File: config.mk
export PLATFORM = sky130hd
export DESIGN_NAME = echo_pulse_distance_qualifier
export DESIGN_NICKNAME = d
export VERILOG_FILES = /design/src/rtl/epdq_pkg.sv /design/src/rtl/echo_pulse_distance_qualifier.sv /design/src/rtl/epdq_cfg.sv /design/src/rtl/epdq_core.sv
export SDC_FILE = /design/constraint.sdc
export NUM_CORES = 1
export LEC_CHECK = 0
export ABC_AREA = 1
export BUFFER_PORTS_ARGS = -buffer_cell sky130_fd_sc_hd__buf_4
export CAP_MARGIN = 10
export CORE_UTILIZATION = 48
export DETAILED_ROUTE_END_ITERATION = 16
export GPL_ROUTABILITY_DRIVEN = 0
export RECOVER_POWER = 100
export SYNTH_ARGS = -nofsm -noshare
export SYNTH_HDL_FRONTEND = slang
export SYNTH_SLANG_ARGS = --single-unit
File: constraint.sdc
create_clock -name clk -period 6.5 [get_ports clk]
set_input_delay 0.65 -clock clk [delete_from_list [all_inputs] [get_ports clk]]
set_output_delay 0.65 -clock clk [all_outputs]
set_load 0.01 [all_outputs]
File: src/rtl/epdq_pkg.sv
// Package with the shared types, codes and reset defaults of the echo pulse distance qualifier.
package epdq_pkg;

    // Item kinds.
    localparam logic OP_TICK = 1'b0;
    localparam logic OP_POLL = 1'b1;

    // Internal result state codes.
    localparam logic [1:0] RS_NOT_READY = 2'd0;
    localparam logic [1:0] RS_READY     = 2'd1;
    localparam logic [1:0] RS_ERROR     = 2'd2;
    localparam logic [1:0] RS_UNUSED    = 2'd3;

    // Measure status codes reported on a poll.
    localparam logic [1:0] MS_NOT_READY = 2'd0;
    localparam logic [1:0] MS_READY     = 2'd1;
    localparam logic [1:0] MS_ERROR     = 2'd2;

    // Range status codes reported on a poll.
    localparam logic [1:0] RNG_IN    = 2'd0;
    localparam logic [1:0] RNG_OUT   = 2'd1;
    localparam logic [1:0] RNG_ERROR = 2'd2;

    // Configuration register indexes.
    localparam logic [2:0] REG_WINDOW_LENGTH     = 3'd0;
    localparam logic [2:0] REG_START_TICK_FIRST  = 3'd1;
    localparam logic [2:0] REG_START_TICK_SECOND = 3'd2;
    localparam logic [2:0] REG_RETRY_LIMIT       = 3'd3;
    localparam logic [2:0] REG_RANGE_MAX         = 3'd4;
    localparam logic [2:0] REG_RANGE_MIN         = 3'd5;
    localparam logic [2:0] REG_HOLD_RELOAD       = 3'd6;
    localparam logic [2:0] REG_HOLD_THRESHOLD    = 3'd7;

    localparam int CFG_INDEX_W = 3;
    localparam int CFG_DATA_W  = 8;

    // Register defaults after reset.
    localparam logic [7:0] DEF_WINDOW_LENGTH     = 8'd128;
    localparam logic [7:0] DEF_START_TICK_FIRST  = 8'h01;
    localparam logic [7:0] DEF_START_TICK_SECOND = 8'h18;
    localparam logic [4:0] DEF_RETRY_LIMIT       = 5'd16;
    localparam logic [7:0] DEF_RANGE_MAX         = 8'h47;
    localparam logic [7:0] DEF_RANGE_MIN         = 8'h07;
    localparam logic [6:0] DEF_HOLD_RELOAD       = 7'd64;
    localparam logic [6:0] DEF_HOLD_THRESHOLD    = 7'd8;

    // Saturation value of the pulse length counter.
    localparam logic [7:0] PULSE_LEN_MAX = 8'hFF;

    // Input request payload.
    typedef struct packed {
        logic operation;
        logic echo_level;
    } in_item_t;

    // Result payload.
    typedef struct packed {
        logic       trigger_level;
        logic [1:0] measure_status;
        logic [7:0] distance_value;
        logic [1:0] range_status;
    } out_item_t;

    // Configuration register set.
    typedef struct packed {
        logic [7:0] window_length;
        logic [7:0] start_tick_first;
        logic [7:0] start_tick_second;
        logic [4:0] retry_limit;
        logic [7:0] range_max;
        logic [7:0] range_min;
        logic [6:0] hold_reload;
        logic [6:0] hold_threshold;
    } cfg_t;

endpackage

File: src/rtl/echo_pulse_distance_qualifier.sv
// Top level of the echo pulse distance qualifier: request and result registers around the core.
//
// The block takes one request per clock cycle, a timer tick with an echo sample or a poll,
// and returns exactly one result for each. A request is held in an input register, the core
// updates its measurement state from it in one pass of short logic, and the result lands in
// an output register, so a result passes the input register and then the output register, and one
// request per cycle is sustained as long as results are taken. Only a stalled result register
// with a request already waiting holds off new requests. Configuration writes take effect at
// the next clock edge and are meant to happen while no request is in flight.
module echo_pulse_distance_qualifier
    import epdq_pkg::*;
(
    input  logic                   clk,
    input  logic                   rst_n,
    input  logic                   in_valid,
    output logic                   in_ready,
    input  in_item_t               in_data,
    output logic                   out_valid,
    input  logic                   out_ready,
    output out_item_t              out_data,
    input  logic                   cfg_wr_en,
    input  logic [CFG_INDEX_W-1:0] cfg_index,
    input  logic [CFG_DATA_W-1:0]  cfg_data
);

    cfg_t      cfg;
    out_item_t step_result;

    logic      req_vld_reg;
    in_item_t  req_reg;
    logic      res_vld_reg;
    out_item_t res_reg;
    logic      advance;

    // The held request moves on when the result register is free or being emptied.
    assign advance  = req_vld_reg && (!res_vld_reg || out_ready);
    assign in_ready = !req_vld_reg || advance;

    epdq_cfg u_cfg (
        .clk       (clk),
        .rst_n     (rst_n),
        .cfg_wr_en (cfg_wr_en),
        .cfg_index (cfg_index),
        .cfg_data  (cfg_data),
        .cfg       (cfg)
    );

    epdq_core u_core (
        .clk     (clk),
        .rst_n   (rst_n),
        .step_en (advance),
        .item    (req_reg),
        .cfg     (cfg),
        .result  (step_result)
    );

    // Request register valid flag.
    always_ff @(posedge clk or negedge rst_n)
    begin
        if (!rst_n)
        begin
            req_vld_reg <= 1'b0;
        end
        else if (in_ready)
        begin
            req_vld_reg <= in_valid;
        end
    end

    // Request register payload.
    always_ff @(posedge clk)
    begin
        if (in_ready && in_valid)
        begin
            req_reg <= in_data;
        end
    end

    // Result register valid flag.
    always_ff @(posedge clk or negedge rst_n)
    begin
        if (!rst_n)
        begin
            res_vld_reg <= 1'b0;
        end
        else if (advance)
        begin
            res_vld_reg <= 1'b1;
        end
        else if (out_ready)
        begin
            res_vld_reg <= 1'b0;
        end
    end

    // Result register payload.
    always_ff @(posedge clk)
    begin
        if (advance)
        begin
            res_reg <= step_result;
        end
    end

    assign out_valid = res_vld_reg;
    assign out_data  = res_reg;

`ifndef SYNTH
    // A request that moves through the core always leaves a result behind.
    a_advance_fills: assert property (@(posedge clk) disable iff (!rst_n)
        advance |=> res_vld_reg)
        else $error("processed request left no result");

    // A trigger result never carries poll status.
    a_trigger_clean: assert property (@(posedge clk) disable iff (!rst_n)
        res_vld_reg && res_reg.trigger_level |->
            res_reg.measure_status == MS_NOT_READY && res_reg.range_status == RNG_IN &&
            res_reg.distance_value == 8'd0)
        else $error("trigger result carried poll fields");

    // A waiting request is not dropped while the result side stalls.
    a_req_kept: assert property (@(posedge clk) disable iff (!rst_n)
        req_vld_reg && !advance |=> req_vld_reg)
        else $error("waiting request was lost");
`endif

endmodule

File: src/rtl/epdq_cfg.sv
// Configuration register file of the echo pulse distance qualifier.
module epdq_cfg
    import epdq_pkg::*;
(
    input  logic                   clk,
    input  logic                   rst_n,
    input  logic                   cfg_wr_en,
    input  logic [CFG_INDEX_W-1:0] cfg_index,
    input  logic [CFG_DATA_W-1:0]  cfg_data,
    output cfg_t                   cfg
);

    cfg_t cfg_reg;

    // Decode the index and write the addressed register, masked to its width.
    always_ff @(posedge clk or negedge rst_n)
    begin
        if (!rst_n)
        begin
            cfg_reg.window_length     <= DEF_WINDOW_LENGTH;
            cfg_reg.start_tick_first  <= DEF_START_TICK_FIRST;
            cfg_reg.start_tick_second <= DEF_START_TICK_SECOND;
            cfg_reg.retry_limit       <= DEF_RETRY_LIMIT;
            cfg_reg.range_max         <= DEF_RANGE_MAX;
            cfg_reg.range_min         <= DEF_RANGE_MIN;
            cfg_reg.hold_reload       <= DEF_HOLD_RELOAD;
            cfg_reg.hold_threshold    <= DEF_HOLD_THRESHOLD;
        end
        else if (cfg_wr_en)
        begin
            unique case (cfg_index)
                REG_WINDOW_LENGTH:     cfg_reg.window_length     <= cfg_data;
                REG_START_TICK_FIRST:  cfg_reg.start_tick_first  <= cfg_data;
                REG_START_TICK_SECOND: cfg_reg.start_tick_second <= cfg_data;
                REG_RETRY_LIMIT:       cfg_reg.retry_limit       <= cfg_data[4:0];
                REG_RANGE_MAX:         cfg_reg.range_max         <= cfg_data;
                REG_RANGE_MIN:         cfg_reg.range_min         <= cfg_data;
                REG_HOLD_RELOAD:       cfg_reg.hold_reload       <= cfg_data[6:0];
                REG_HOLD_THRESHOLD:    cfg_reg.hold_threshold    <= cfg_data[6:0];
                default: ;
            endcase
        end
    end

    assign cfg = cfg_reg;

endmodule

File: src/rtl/epdq_core.sv
// Measurement state and single-pass update logic of the echo pulse distance qualifier.
module epdq_core
    import epdq_pkg::*;
(
    input  logic      clk,
    input  logic      rst_n,
    input  logic      step_en,
    input  in_item_t  item,
    input  cfg_t      cfg,
    output out_item_t result
);

    logic [7:0] tick_index_reg, tick_index_next;
    logic [7:0] pulse_length_reg, pulse_length_next;
    logic [7:0] pulse_start_reg, pulse_start_next;
    logic [4:0] bad_start_reg, bad_start_next;
    logic [1:0] result_state_reg, result_state_next;
    logic [7:0] held_distance_reg, held_distance_next;
    logic [6:0] hold_count_reg, hold_count_next;
    logic       in_range_reg, in_range_next;

    logic [7:0] tick_inc;
    logic       window_end;
    logic       good_start;
    logic [4:0] bad_start_inc;
    logic       dist_in_range;

    assign tick_inc      = tick_index_reg + 8'd1;
    assign window_end    = (tick_inc == cfg.window_length);
    assign good_start    = (pulse_start_reg == cfg.start_tick_first) ||
                           (pulse_start_reg == cfg.start_tick_second);
    assign bad_start_inc = (bad_start_reg < cfg.retry_limit) ? bad_start_reg + 5'd1
                                                             : bad_start_reg;
    assign dist_in_range = (held_distance_reg <= cfg.range_max) &&
                           (held_distance_reg >= cfg.range_min);

    // Next state and result for the request in hand.
    always_comb
    begin
        tick_index_next    = tick_index_reg;
        pulse_length_next  = pulse_length_reg;
        pulse_start_next   = pulse_start_reg;
        bad_start_next     = bad_start_reg;
        result_state_next  = result_state_reg;
        held_distance_next = held_distance_reg;
        hold_count_next    = hold_count_reg;
        in_range_next      = in_range_reg;
        result             = '0;

        if (item.operation == OP_TICK)
        begin
            tick_index_next = tick_inc;
            if (window_end)
            begin
                // Window over: no echo start in it is an error; a run in flight is dropped.
                if (pulse_start_reg == 8'd0)
                begin
                    result_state_next = RS_ERROR;
                end
                tick_index_next      = 8'd0;
                pulse_length_next    = 8'd0;
                pulse_start_next     = 8'd0;
                result.trigger_level = 1'b1;
            end
            else if (item.echo_level)
            begin
                // Echo high: note the start tick and count the run.
                if (pulse_length_reg == 8'd0)
                begin
                    pulse_start_next = tick_inc;
                end
                if (pulse_length_reg != PULSE_LEN_MAX)
                begin
                    pulse_length_next = pulse_length_reg + 8'd1;
                end
            end
            else
            begin
                // Echo low: judge a run that just ended.
                if (pulse_length_reg != 8'd0)
                begin
                    if (good_start)
                    begin
                        if (result_state_reg != RS_ERROR)
                        begin
                            result_state_next  = RS_READY;
                            held_distance_next = pulse_length_reg;
                        end
                        bad_start_next = 5'd0;
                    end
                    else
                    begin
                        bad_start_next = bad_start_inc;
                        if (bad_start_inc >= cfg.retry_limit)
                        begin
                            result_state_next = RS_ERROR;
                        end
                    end
                end
                pulse_length_next = 8'd0;
            end
        end
        else
        begin
            case (result_state_reg)
                RS_READY:
                begin
                    // Take the reading and run the hold-off debounce.
                    result_state_next = RS_NOT_READY;
                    if (dist_in_range)
                    begin
                        hold_count_next = cfg.hold_reload;
                    end
                    else if (hold_count_reg != 7'd0)
                    begin
                        hold_count_next = hold_count_reg - 7'd1;
                    end
                    in_range_next         = (hold_count_next > cfg.hold_threshold);
                    result.measure_status = MS_READY;
                    result.distance_value = held_distance_reg;
                    result.range_status   = in_range_next ? RNG_IN : RNG_OUT;
                end
                RS_NOT_READY:
                begin
                    result.measure_status = MS_NOT_READY;
                    result.range_status   = in_range_reg ? RNG_IN : RNG_OUT;
                end
                default:
                begin
                    result.measure_status = MS_ERROR;
                    result.range_status   = RNG_ERROR;
                end
            endcase
        end
    end

    // Control state, cleared by reset and updated once per request.
    always_ff @(posedge clk or negedge rst_n)
    begin
        if (!rst_n)
        begin
            tick_index_reg    <= 8'd0;
            pulse_length_reg  <= 8'd0;
            pulse_start_reg   <= 8'd0;
            bad_start_reg     <= 5'd0;
            result_state_reg  <= RS_NOT_READY;
            held_distance_reg <= 8'd0;
            hold_count_reg    <= 7'd0;
            in_range_reg      <= 1'b0;
        end
        else if (step_en)
        begin
            tick_index_reg    <= tick_index_next;
            pulse_length_reg  <= pulse_length_next;
            pulse_start_reg   <= pulse_start_next;
            bad_start_reg     <= bad_start_next;
            result_state_reg  <= result_state_next;
            held_distance_reg <= held_distance_next;
            hold_count_reg    <= hold_count_next;
            in_range_reg      <= in_range_next;
        end
    end

`ifndef SYNTH
    // The spare result state code is never reached.
    a_no_unused_state: assert property (@(posedge clk) disable iff (!rst_n)
        result_state_reg != RS_UNUSED)
        else $error("result state took the unused code");

    // The error is sticky.
    a_error_sticky: assert property (@(posedge clk) disable iff (!rst_n)
        result_state_reg == RS_ERROR |=> result_state_reg == RS_ERROR)
        else $error("sticky error was cleared");

    // A window end restarts the tick counter and the pulse measurement.
    a_window_restart: assert property (@(posedge clk) disable iff (!rst_n)
        step_en && item.operation == OP_TICK && window_end |=>
            tick_index_reg == 8'd0 && pulse_length_reg == 8'd0)
        else $error("window end did not restart the measurement");
`endif

endmodule

Yosys cells after proc, flatten, opt, wreduce, memory -nomap -nowiden. Index checks and enable logic that the tools add are counted. W data, S select, Z words.

Register bits: 123. Bits in latches: 0. RAM bits: 0. Bits in read-only memories: 0. Input bits: 18. Memories kept: 0.

Add/sub/neg operators: 4. Multipliers: 0. Div/mod/pow operators: 0. Magnitude comparators: 5. Equal/unequal tests: 18. Shift-type cells: 0. Mux-type cells: 29. Bitwise gates (word level): 3. Reduce and logical (&&, ||, !) cells: 35.

Operators with widths (number): $mux W8 (7); $mux W7 (4); $eq A8 B8 Y1 (3); $reduce_and A2 Y1 (10); $mux W2 (9); $add A8 B1 Y8 const B (2); $logic_not A8 Y1 (2); $reduce_and A7 Y1 (2); $eq A3 B3 Y1 const B (4); $mux W5 (2); $ge A8 B8 Y1 (1); $le A8 B8 Y1 (1); $ne A8 B8 Y1 const B (1); $pmux W2 S2 (2); $reduce_bool A8 Y1 (1); $gt A7 B7 Y1 (1); $reduce_bool A7 Y1 (1); $sub A7 B1 Y7 const B (1); $eq A3 B2 Y1 const B (2); $ne A3 B1 Y1 const B (2); $reduce_and A3 Y1 (2); $reduce_bool A2 Y1 (3); $add A5 B1 Y5 const B (1); $ge A5 B5 Y1 (1); other kinds (18) (29).

Longest topological paths before layout.
Word-level depth: 9. Depth in mapped cells: 22. Mapped depth without buffers: 22.

Cells and area by module. A second synthesis with hierarchy kept.

Cells, all modules: 913. Area total of the unflattened synthesis: 7064.3 sq um.

By module, submodules not included: epdq_core (times used 1, cells each 614, area each 4137.7 sq um); epdq_cfg (times used 1, cells each 272, area each 2381.0 sq um); echo_pulse_distance_qualifier (times used 1, cells each 27, area each 545.5 sq um).

Worst setup path before layout. OpenSTA, ideal clock, no wires.

Kind: reg2reg. Start: register u_cfg.cfg_reg (netlist bit u_cfg.cfg[15]). End: register res_reg (netlist bit out_data[0]), data pin. Arrival time: 2702 ps. Required time: 6245 ps. Setup slack: 3543 ps. Cell stages (with the launch flop): 17. Buffers on the path: 0. Period minus slack after synthesis: 2957 ps. Cell sequence: dfstp_2 > inv_1 > ha_1 > a21oi_1 > o21ai_0 > nand2_1 > o2111ai_1 > nand2_1 > o21ai_0 > and2_1 > ha_1 > nand2_1 > o21ai_0 > a21oi_1 > a41o_1 > o21ai_0 > inv_1.

Longest elaborated chain between the ends: 8.

Ends and longest elaborated chain: start: declaration (line epdq_cfg.sv:13) `cfg_t cfg_reg;`; $ge A8 B8 Y1 (line epdq_core.sv:35) `(held_distance_reg >= cfg.range_min);`; $logic_and A1 B1 Y1 (line epdq_core.sv:34) `assign dist_in_range = (held_distance_reg <= cfg.range_max) &&`; $mux W7 (line epdq_core.sv:110) `if (dist_in_range)`; $mux W7 (line epdq_core.sv:105) `case (result_state_reg)`; $mux W7 (line epdq_core.sv:50) `if (item.operation == OP_TICK)`; $gt A7 B7 Y1 (line epdq_core.sv:118) `in_range_next = (hold_count_next > cfg.hold_threshold);`; $mux W1 (line epdq_core.sv:121) `result.range_status = in_range_next ? RNG_IN : RNG_OUT;`; $pmux W2 S2 (line epdq_core.sv:105); end signal: assignment (line echo_pulse_distance_qualifier.sv:101) `res_reg <= step_result;`; end: declaration (line echo_pulse_distance_qualifier.sv:32) `out_item_t res_reg;`.

No other way between the ends. The select of a mux whose other input is x is not followed. A chain may end at the register's enable or synchronous reset.

Final worst setup path.
Start: register u_cfg.cfg_reg (netlist bit u_cfg.cfg[28]). End: register res_reg (netlist bit out_data[0]), data pin.

Longest elaborated chain between the ends: 8.

Ends and longest elaborated chain (line): $le A8 B8 Y1 (epdq_core.sv:34); $logic_and A1 B1 Y1 (epdq_core.sv:34); $mux W7 (epdq_core.sv:110); $mux W7 (epdq_core.sv:105); $mux W7 (epdq_core.sv:50); $gt A7 B7 Y1 (epdq_core.sv:118); $mux W1 (epdq_core.sv:121); $pmux W2 S2 (epdq_core.sv:105).

No other way between the ends. The select of a mux whose other input is x is not followed.

==> impl_metrics.env <==
export IMPL_place_area_um2=7110
export IMPL_cts_made_buffers=17
export IMPL_root_buffer="clkbuf_16"
export IMPL_synth_edf_count=14
export IMPL_port_buffers=32
export IMPL_final_cell_mix="nand2_1 (221), inv_1 (117), o21ai_0 (110)"
export IMPL_fin_tns_setup_ns=0
export IMPL_num_vias=5447
export IMPL_max_cap_viol_count=1
export IMPL_crit_chain="inv_1, ha_1, nand2_1, nor2_1, nand3_1, o21ai_0, nand2_1, o21a_1, ha_1, nand2_1, o21ai_0, a21oi_1, a41o_1, o21ai_0, inv_1"
export IMPL_grt_max_degree=62
export IMPL_final_area_um2=7490
export IMPL_cts_buffer_depth=2
export IMPL_ys_warn_count=0
export IMPL_reg2reg_from="u_cfg.cfg[28]"
export IMPL_clkPwrFrac=0.277
export IMPL_design_core_area_um2=13500
export IMPL_critical_path_startpoint="u_cfg.cfg[28]"
export IMPL_endpoint_kind="register"
export IMPL_num_antenna_cells=0
export IMPL_cp_data_arrival_time_ns=3.75
export IMPL_drt_wl_total_mm=15.7
export IMPL_wl_met1_mm=7.23
export IMPL_syn_avg_cell_area_um2=8.18
export IMPL_violations="max-capacitance violations, max-slew violations"
export IMPL_cpLargestDelayFamily="compound AO/OA/AOI/OAI gates"
export IMPL_largest_reg_flops=59
export IMPL_leakage_nw=3.66
export IMPL_syn2layout_area_growth_pct=11.6
export IMPL_min_period_over_period=0.550
export IMPL_postCtsResizedCells=0
export IMPL_grt_overflow=0
export IMPL_cp_max_fo=9
export IMPL_cts_hold_buf=0
export IMPL_drtIter0Drc=365
export IMPL_multi_input_comb_area_um2=3000
export IMPL_dpl_cell_count=1016
export IMPL_setup_violations=0
export IMPL_tritoncts="done"
export IMPL_synth_seq_cells=122
export IMPL_synthArstFlopShare=0.885
export IMPL_die_width_um=120
export IMPL_synth_nets=876
export IMPL_layout_drive_gt1_share=0.0734
export IMPL_highest_layer="met4"
export IMPL_fin_skew_ns=0.00781
export IMPL_grt_pass1_vias=5451
export IMPL_clock_fmax_ghz=0.280
export IMPL_wl_met3_um=492
export IMPL_p_per_area_nw_per_um2=396
export IMPL_nFillCells=1321
export IMPL_cellInternalPower_mw=1.87
export IMPL_ctsHtreeMaxLevel=4
export IMPL_netlist_instances=820
export IMPL_fin_crit_ns=3.58
export IMPL_fp_dieArea_um2=14500
export IMPL_fin_nets=915
export IMPL_p_seq_frac=0.379
export IMPL_slew_viol_final=49
export IMPL_wire_per_inst_um=15.0
export IMPL_post_dp_hpwl_mm=11.4
export IMPL_hold_viol=0
export IMPL_outcome="finished with violations"
export IMPL_floorplan_initialDensity=0.499
export IMPL_synth_cell_types=36
export IMPL_viasPerCell=5.20
export IMPL_firstDrtPassIters=5
export IMPL_cts_setup_buffers=0
export IMPL_rows=42
export IMPL_hold_start="in_data[1]"
export IMPL_layout_cells_non_filler=1048
export IMPL_clk_pin_slew_worst_paths_ns=0.05
export IMPL_critPathLaunchType="register"
export IMPL_switching_share=0.370
export IMPL_rsz0062_at_grt="no"
export IMPL_antenna_left=0
export IMPL_ys_seq_area_frac=0.468
export IMPL_max_slew_margin=-0.798
export IMPL_antenna_found_initial=0
export IMPL_synth_area_um2=6710
export IMPL_worst_slew_pin_slew_ns=2.70
export IMPL_io_pins=33
export IMPL_seq_area_um2=3140
export IMPL_final_common_cell="nand2_1"
export IMPL_die_height_um=120
export IMPL_required_ns=6.68
export IMPL_path_class="register to register"
export IMPL_hp_class="input pin to register"
export IMPL_worst_path_buf_inv=2
export IMPL_met2_length_mm=7.74
export IMPL_vdd_ir_drop_max_mv=0.183
export IMPL_drc_errors=0
export IMPL_crit_path_max_incr_delay_ns=0.59
export IMPL_clock_sinks=122
export IMPL_synth_flop_cell="dfrtp_1"
export IMPL_cp_slowest_cell="o21ai_0"
export IMPL_clk_latency_ns=0.42
export IMPL_grt_pass1_wl_mm=26.4
export IMPL_grtUsageTotal=0.238
export IMPL_power_switching_mw=1.10
export IMPL_p_comb_frac=0.344
==> power groups by stage <==
| stage | clock, mW | combinational, mW | sequential, mW |
|---|---|---|---|
| after floorplan | 0 | 0.798 | 1.09 |
| after global placement | 0 | 1.01 | 1.13 |
| after detailed placement | 0 | 1.05 | 1.13 |
| after CTS | 0.835 | 1.06 | 1.12 |
| after global routing | 0.871 | 1.20 | 1.15 |
| final | 0.821 | 1.02 | 1.12 |
==> worst paths after layout <==
kind / endpoint / slack [ns] / cells after the start
hold reg to reg: u_cfg.cfg[32] / 0.49 / 2
hold / removal: req_reg[1] / 0.43 / 1
min in group asynchronous: u_core.hold_count_reg[6] / 1.07 / 1
max in group asynchronous: u_cfg.cfg[51] / 3.52 / 2
setup reg to reg: out_data[0] / 2.92 / 15
setup / recovery: out_data[0] / 2.92 / 15
==> per-layer routing <==
layer / GRT usage / vias to the layer above
met1: 0.307 / 2606
met3: 0.0509 / 23
met4: 0.0748 / 0
met5: 0 / -
met2: 0.399 / 70
li1: - / 2748
==> synth_stat cells (3+ instances only) <==
master,number,area share
a21oi_1,20,0.015
and2_1,5,0.0047
clkbuf_1,10,0.0056
dfrtp_1,94,0.35
dfstp_2,14,0.055
edfxtp_1,14,0.063
ha_1,38,0.071
inv_1,116,0.065
nand2_1,221,0.12
nand2_2,6,0.0056
nand3_1,37,0.028
nand3b_1,9,0.010
nand4_1,20,0.019
nor2_1,49,0.027
nor2_2,4,0.0037
nor3_1,4,0.0030
o2111ai_1,3,0.0039
o21ai_0,101,0.075
o21ai_2,9,0.012
xnor2_1,15,0.020
xor2_1,11,0.014
==> kinds of logic (layout without fill, tap and decap cells) <==
family,Yosys count,in the layout,synth area share
compound gates,141,141,0.115
xor+xnor,26,26,0.0339
fa+ha+maj,38,38,0.0709
buf+inv,131,183,0.0761
flops,122,122,0.468
simple gates,362,362,0.236
==> metrics by stage <==
stage,util,hold slack [ns],total power [mW],setup slack [ns]
after global routing,0.557,0.420,3.21,2.59
final,0.557,0.429,2.96,2.92
after detailed placement,0.529,0.476,2.18,3.18
after CTS,0.566,0.266,3.01,3.15
after floorplan,-,0.354,1.89,3.54
after global placement,0.529,0.468,2.13,3.32
==> cell type report <==
class | instances | share of cell area
multi-input cells | 567 | 0.401
well taps | 176 | 0.0294
inverters | 118 | 0.0592
flip-flops and latches | 122 | 0.419
clock buffers | 28 | 0.0650
repair buffers | 33 | 0.0236
clock inverters | 4 | 0.00267
Note: power is estimated with default switching activity, not from simulation.
